**src/hw/rtl/afd_pkg.sv**
```systemverilog
// afd_pkg: shared types, constants and command structs for the adpcm frame decoder
// no dependencies
package afd_pkg;

  localparam int unsigned CoefEntriesDef = 256;
  localparam int unsigned NibW = 64;
  localparam int unsigned SmpW = 16;
  localparam int unsigned AccW = 32;
  localparam int unsigned InDataW = 136;

  typedef enum logic [1:0] {
    OP_LOAD = 2'd0,
    OP_HIST = 2'd1,
    OP_DECODE = 2'd2,
    OP_NONE = 2'd3
  } op_e;

  typedef enum logic [2:0] {
    ST_IDLE,
    ST_LOAD,
    ST_HIST,
    ST_FETCH,
    ST_MAC,
    ST_EMIT
  } state_e;

  // controller to datapath
  typedef struct packed {
    logic       cb_write;
    logic       hist_write;
    logic       frame_load;
    logic       acc_init;
    logic       mac_en;
    logic       out_load;
    logic       half_end;
    logic [2:0] smp_idx;
    logic [3:0] term;
    logic       half;
  } afd_cmd_t;

  // datapath to controller
  typedef struct packed {
    logic out_busy;
  } afd_sts_t;

endpackage

```
**src/hw/rtl/afd_ctrl.sv**
```systemverilog
// afd_ctrl: sequencer for load, history and frame decode operations
// depends on afd_pkg
module afd_ctrl import afd_pkg::*; (
  input  logic     clk_i,
  input  logic     rst_ni,
  input  logic     in_valid_i,
  input  logic [1:0] in_op_i,
  output logic     in_ready_o,
  input  afd_sts_t sts_i,
  output afd_cmd_t cmd_o
);

  state_e state_q, state_d;
  logic [2:0] smp_q, smp_d;
  logic [3:0] term_q, term_d;
  logic       half_q, half_d;

  // state and counters
  always_ff @(posedge clk_i or negedge rst_ni) begin
    if (!rst_ni) begin
      state_q <= ST_IDLE;
      smp_q   <= '0;
      term_q  <= '0;
      half_q  <= 1'b0;
    end else begin
      state_q <= state_d;
      smp_q   <= smp_d;
      term_q  <= term_d;
      half_q  <= half_d;
    end
  end

  // next state and commands
  // terms per sample: 0 prior, 1 last, 2..i+1 residuals
  always_comb begin
    state_d    = state_q;
    smp_d      = smp_q;
    term_d     = term_q;
    half_d     = half_q;
    in_ready_o = 1'b0;
    cmd_o      = '0;
    cmd_o.smp_idx = smp_q;
    cmd_o.term    = term_q;
    cmd_o.half    = half_q;
    unique case (state_q)
      ST_IDLE: begin
        in_ready_o = 1'b1;
        if (in_valid_i) begin
          unique case (op_e'(in_op_i))
            OP_LOAD:   state_d = ST_LOAD;
            OP_HIST:   state_d = ST_HIST;
            OP_DECODE: begin
              state_d = ST_FETCH;
              smp_d   = '0;
              half_d  = 1'b0;
              term_d  = '0;
            end
            default:   state_d = ST_IDLE;
          endcase
          cmd_o.frame_load = 1'b1;
        end
      end
      ST_LOAD: begin
        cmd_o.cb_write = 1'b1;
        state_d = ST_IDLE;
      end
      ST_HIST: begin
        cmd_o.hist_write = 1'b1;
        state_d = ST_IDLE;
      end
      ST_FETCH: begin
        // memory read of term 0 issued; clear accumulator
        cmd_o.acc_init = 1'b1;
        term_d  = 4'd1;
        state_d = ST_MAC;
      end
      ST_MAC: begin
        // accumulate term (term_q - 1) whose coefficient is now registered
        cmd_o.mac_en = 1'b1;
        cmd_o.term   = term_q;
        if (term_q == {1'b0, smp_q} + 4'd2) begin
          state_d = ST_EMIT;
        end else begin
          term_d = term_q + 4'd1;
        end
      end
      ST_EMIT: begin
        if (!sts_i.out_busy) begin
          cmd_o.out_load = 1'b1;
          term_d = '0;
          if (smp_q == 3'd7) begin
            cmd_o.half_end = 1'b1;
            smp_d = '0;
            if (half_q) begin
              state_d = ST_IDLE;
            end else begin
              half_d  = 1'b1;
              state_d = ST_FETCH;
            end
          end else begin
            smp_d   = smp_q + 3'd1;
            state_d = ST_FETCH;
          end
        end
      end
      default: state_d = ST_IDLE;
    endcase
  end

endmodule

```
**config.mk**
```make
export PLATFORM = sky130hd
export DESIGN_NAME = afd_ctrl
export DESIGN_NICKNAME = d
export VERILOG_FILES = /design/src/hw/rtl/afd_pkg.sv /design/src/hw/rtl/afd_ctrl.sv
export SDC_FILE = /design/constraint.sdc
export NUM_CORES = 1
export LEC_CHECK = 0
export ABC_AREA = 1
export BUFFER_PORTS_ARGS = -buffer_cell sky130_fd_sc_hd__buf_2
export CAP_MARGIN = 20
export CORE_AREA = 10 10 51 53
export DETAILED_ROUTE_END_ITERATION = 10
export DIE_AREA = 0 0 61 63
export PLACE_DENSITY = 0.8
export REMOVE_ABC_BUFFERS = 1
export SLEW_MARGIN = 10
export SYNTH_ARGS = -nofsm -noshare
export SYNTH_HDL_FRONTEND = slang
export SYNTH_SLANG_ARGS = --single-unit
```
**constraint.sdc**
```tcl
create_clock -name clk_i -period 3.4 [get_ports clk_i]
set_clock_uncertainty 0.1 [all_clocks]
set_input_delay 0.68 -clock clk_i [delete_from_list [all_inputs] [get_ports clk_i]]
set_output_delay 0.68 -clock clk_i [all_outputs]
set_load 0.01 [all_outputs]
```
==> run summary <==
Final hold violation count: 0
Vias in the first global route: 831
Min-delay worst type: in2async
Clock transition at path regs: 80 ps
Cell variety after synth: 23
Leakage power: 0.581 nW
# diodes: 0
CTS max path bufs: 2
Post-CTS Hold Buffers: 0
Core Rows: 15
PortBufs: 21
Initial core utilization: 52.5%
H-tree depth: 1
FF+latch count, synth: 11
Achievable Freq: 445 MHz
Via Count: 838
Mapped cell area: 867 µm²
Slowest stage delay, CP: 540 ps
Gr ovfl total: 0
RSZ-0062 raised after global routing: no
CTS sink cnt: 11
Clk root buf: clkbuf_4
Placed instance count: 155
Final setup viols: 0
Max rail drop VDD: 0.438 mV
Post-route ant nets: 0
Area Overhead vs Synth: 15.4%
Gate Count Post-Synth: 119
First-pass GRT wire length: 3.39 mm
Peak fanout along the critical path: 8
Die W: 61 µm
Critical path class: reg2out
Routed WL per cell: 12.9 µm
Min Hold Slack: 157 ps
Yosys Warn Count: 0
Dpl hpwl: 1.68 mm
Placer Congestion: 0.819
Antenna violations before repair: 0
Pre-Repair DR Iteration Count: 4
CTS tree: built
Total CTS buffers: 3
Sequential fraction of the synthesis area: 31.7%
Crit-path cells: nand3_2 -> nor2_1 -> nand2_1 -> inv_1 -> buf_2
First DRT Iteration DRCs: 12
Final routed DRC violation total: 0
Slew @ Worst Pin: 333 ps
PwrDens: 691 nW/µm²
Area of the core: 1650 µm²
Pins over their slew limit: 0
Total setup buffers inserted after CTS: 0
Final period util: 66.2%
Status: finished clean
Setup total negative slack: 0 ps
Finished Layout Cells: 159
Top-Level Pins: 22
CTS-repair resized insts: 0
Flop2flop setup slack: 1700 ps
Fin crit period: 2250 ps
Largest net degree at the start of global routing: 12
Arr. time, crit path: 1470 ps
Max cap viols: 0
Worst path slowest cell: dfrtp_1
Clock Latency Late Sink: 270 ps
Synth Area per Inst: 7.29 µm²
Detailed Route WL: 2.05 mm
Drt via density: 5.27
Critical Path Start Type: flip-flop
GRT Util Overall: 10.8%
Die Y-Extent: 63 µm
Crit end category: output port
Slew margin rel.: 77.8%
Worst endpoint required time: 2620 ps
Fin util: 60.6%
Layout cells sized above 1: 25.4%
Nets: 156
Die Footprint: 3840 µm²
flip-flops by register name (all words and copies together), names as in the netlist:
| signal | cells |
|---|---|
| term_q | 4 |
| half_q | 1 |
| state_q | 3 |
| smp_q | 3 |
power by group:
| part | leakage (nW) | internal, mW | switching (mW) |
|---|---|---|---|
| clock network | 0.0150 | 0.0455 | 0.0491 |
| registers | 0.151 | 0.159 | 0.0542 |
| logic | 0.415 | 0.136 | 0.248 |
| total | 0.581 | 0.341 | 0.352 |
placed cells by master, fill, tap and decap left out, types with 2 or more instances in the layout:
cell type / instances
nand3_2: 2
nand4_1: 2
dfrtp_1: 11
nand2_2: 3
clkbuf_4: 3
nor2_1: 9
ha_1: 7
nand2_1: 32
nor3_1: 2
inv_2: 2
nand3_1: 12
buf_2: 21
nor2_4: 3
inv_1: 17
o21ai_0: 7
Yosys cell counts:
master / n / area (µm²)
a21oi_1: 1 / 5.00
nand2_4: 1 / 11.3
ha_1: 7 / 87.6
inv_2: 2 / 7.51
a211oi_1: 1 / 7.51
dfrtp_1: 11 / 275
nand2_2: 3 / 18.8
nor3_1: 2 / 10.0
clkinv_1: 1 / 3.75
o21ai_0: 7 / 35.0
nand3_1: 12 / 60.1
xor2_1: 1 / 8.76
nand3_2: 2 / 20.0
nand3_4: 1 / 17.5
inv_1: 17 / 63.8
nor2_1: 9 / 33.8
buf_6: 1 / 11.3
xnor2_1: 1 / 8.76
nor2_4: 3 / 33.8
nand4_1: 2 / 12.5
nand2_1: 32 / 120
buf_4: 1 / 7.51
nand3b_1: 1 / 7.51
stage by stage:
step / worst slack (ps) / total power, mW / cell area, µm²
after global placement: 1420 / 0.589 / 975
after detailed placement: 1390 / 0.598 / 975
final: 1150 / 0.692 / 1000
after floorplan: 1500 / 0.489 / 848
after CTS: 1180 / 0.691 / 1000
after global routing: 1060 / 0.751 / 1000
routing by layer:
metal  GRT usage (%)  part of all wire (%)  vias up
met5               0                     0        -
met4            2.47                  0.49        0
met3            4.67                   7.1        2
met2            17.7                    51       14
met1            12.4                    42      403
li1                -                     -      419
critical path, delay by kind of cell, from the launching register on:
kind	cells	cell delay [ps]
buf+inv	2	170
flops	1	540
simple gates	3	470
cells by family (layout without fill, tap and decap cells):
family / count (synthesis) / in the layout / synth area share (%)
XOR/XNOR: 2 / 2 / 2.02
adder cells (fa/ha/maj): 7 / 7 / 10.1
AO/OA/AOI/OAI: 9 / 9 / 5.48
flip-flops: 11 / 11 / 31.7
buffers and inverters: 22 / 45 / 10.8
AND/OR/NAND/NOR: 68 / 68 / 39.8
final cells by class:
class	instances	area, µm²
sequential	11	275
inverter	20	75.1
clock buffer	4	26.3
tap	17	21.3
timing repair buffer	21	105
multi-input combinational	86	498
fill	165	651
path summary, 6_finish.rpt:
path / startpoint / to / cells after the start
max: state_q[0]$_DFFE_PN0P_ / cmd_o[8] / 5
min: rst_ni / half_q$_DFFE_PN0P_ / 1
max reg2reg: smp_q[1]$_DFFE_PN0P_ / term_q[2]$_DFFE_PN0P_ / 9
min reg2reg: half_q$_DFFE_PN0P_ / half_q$_DFFE_PN0P_ / 2
max in group asynchronous: rst_ni / state_q[1]$_DFFE_PN0P_ / 1
min in group clk_i: half_q$_DFFE_PN0P_ / half_q$_DFFE_PN0P_ / 2
(Power assumes the default switching activity.)
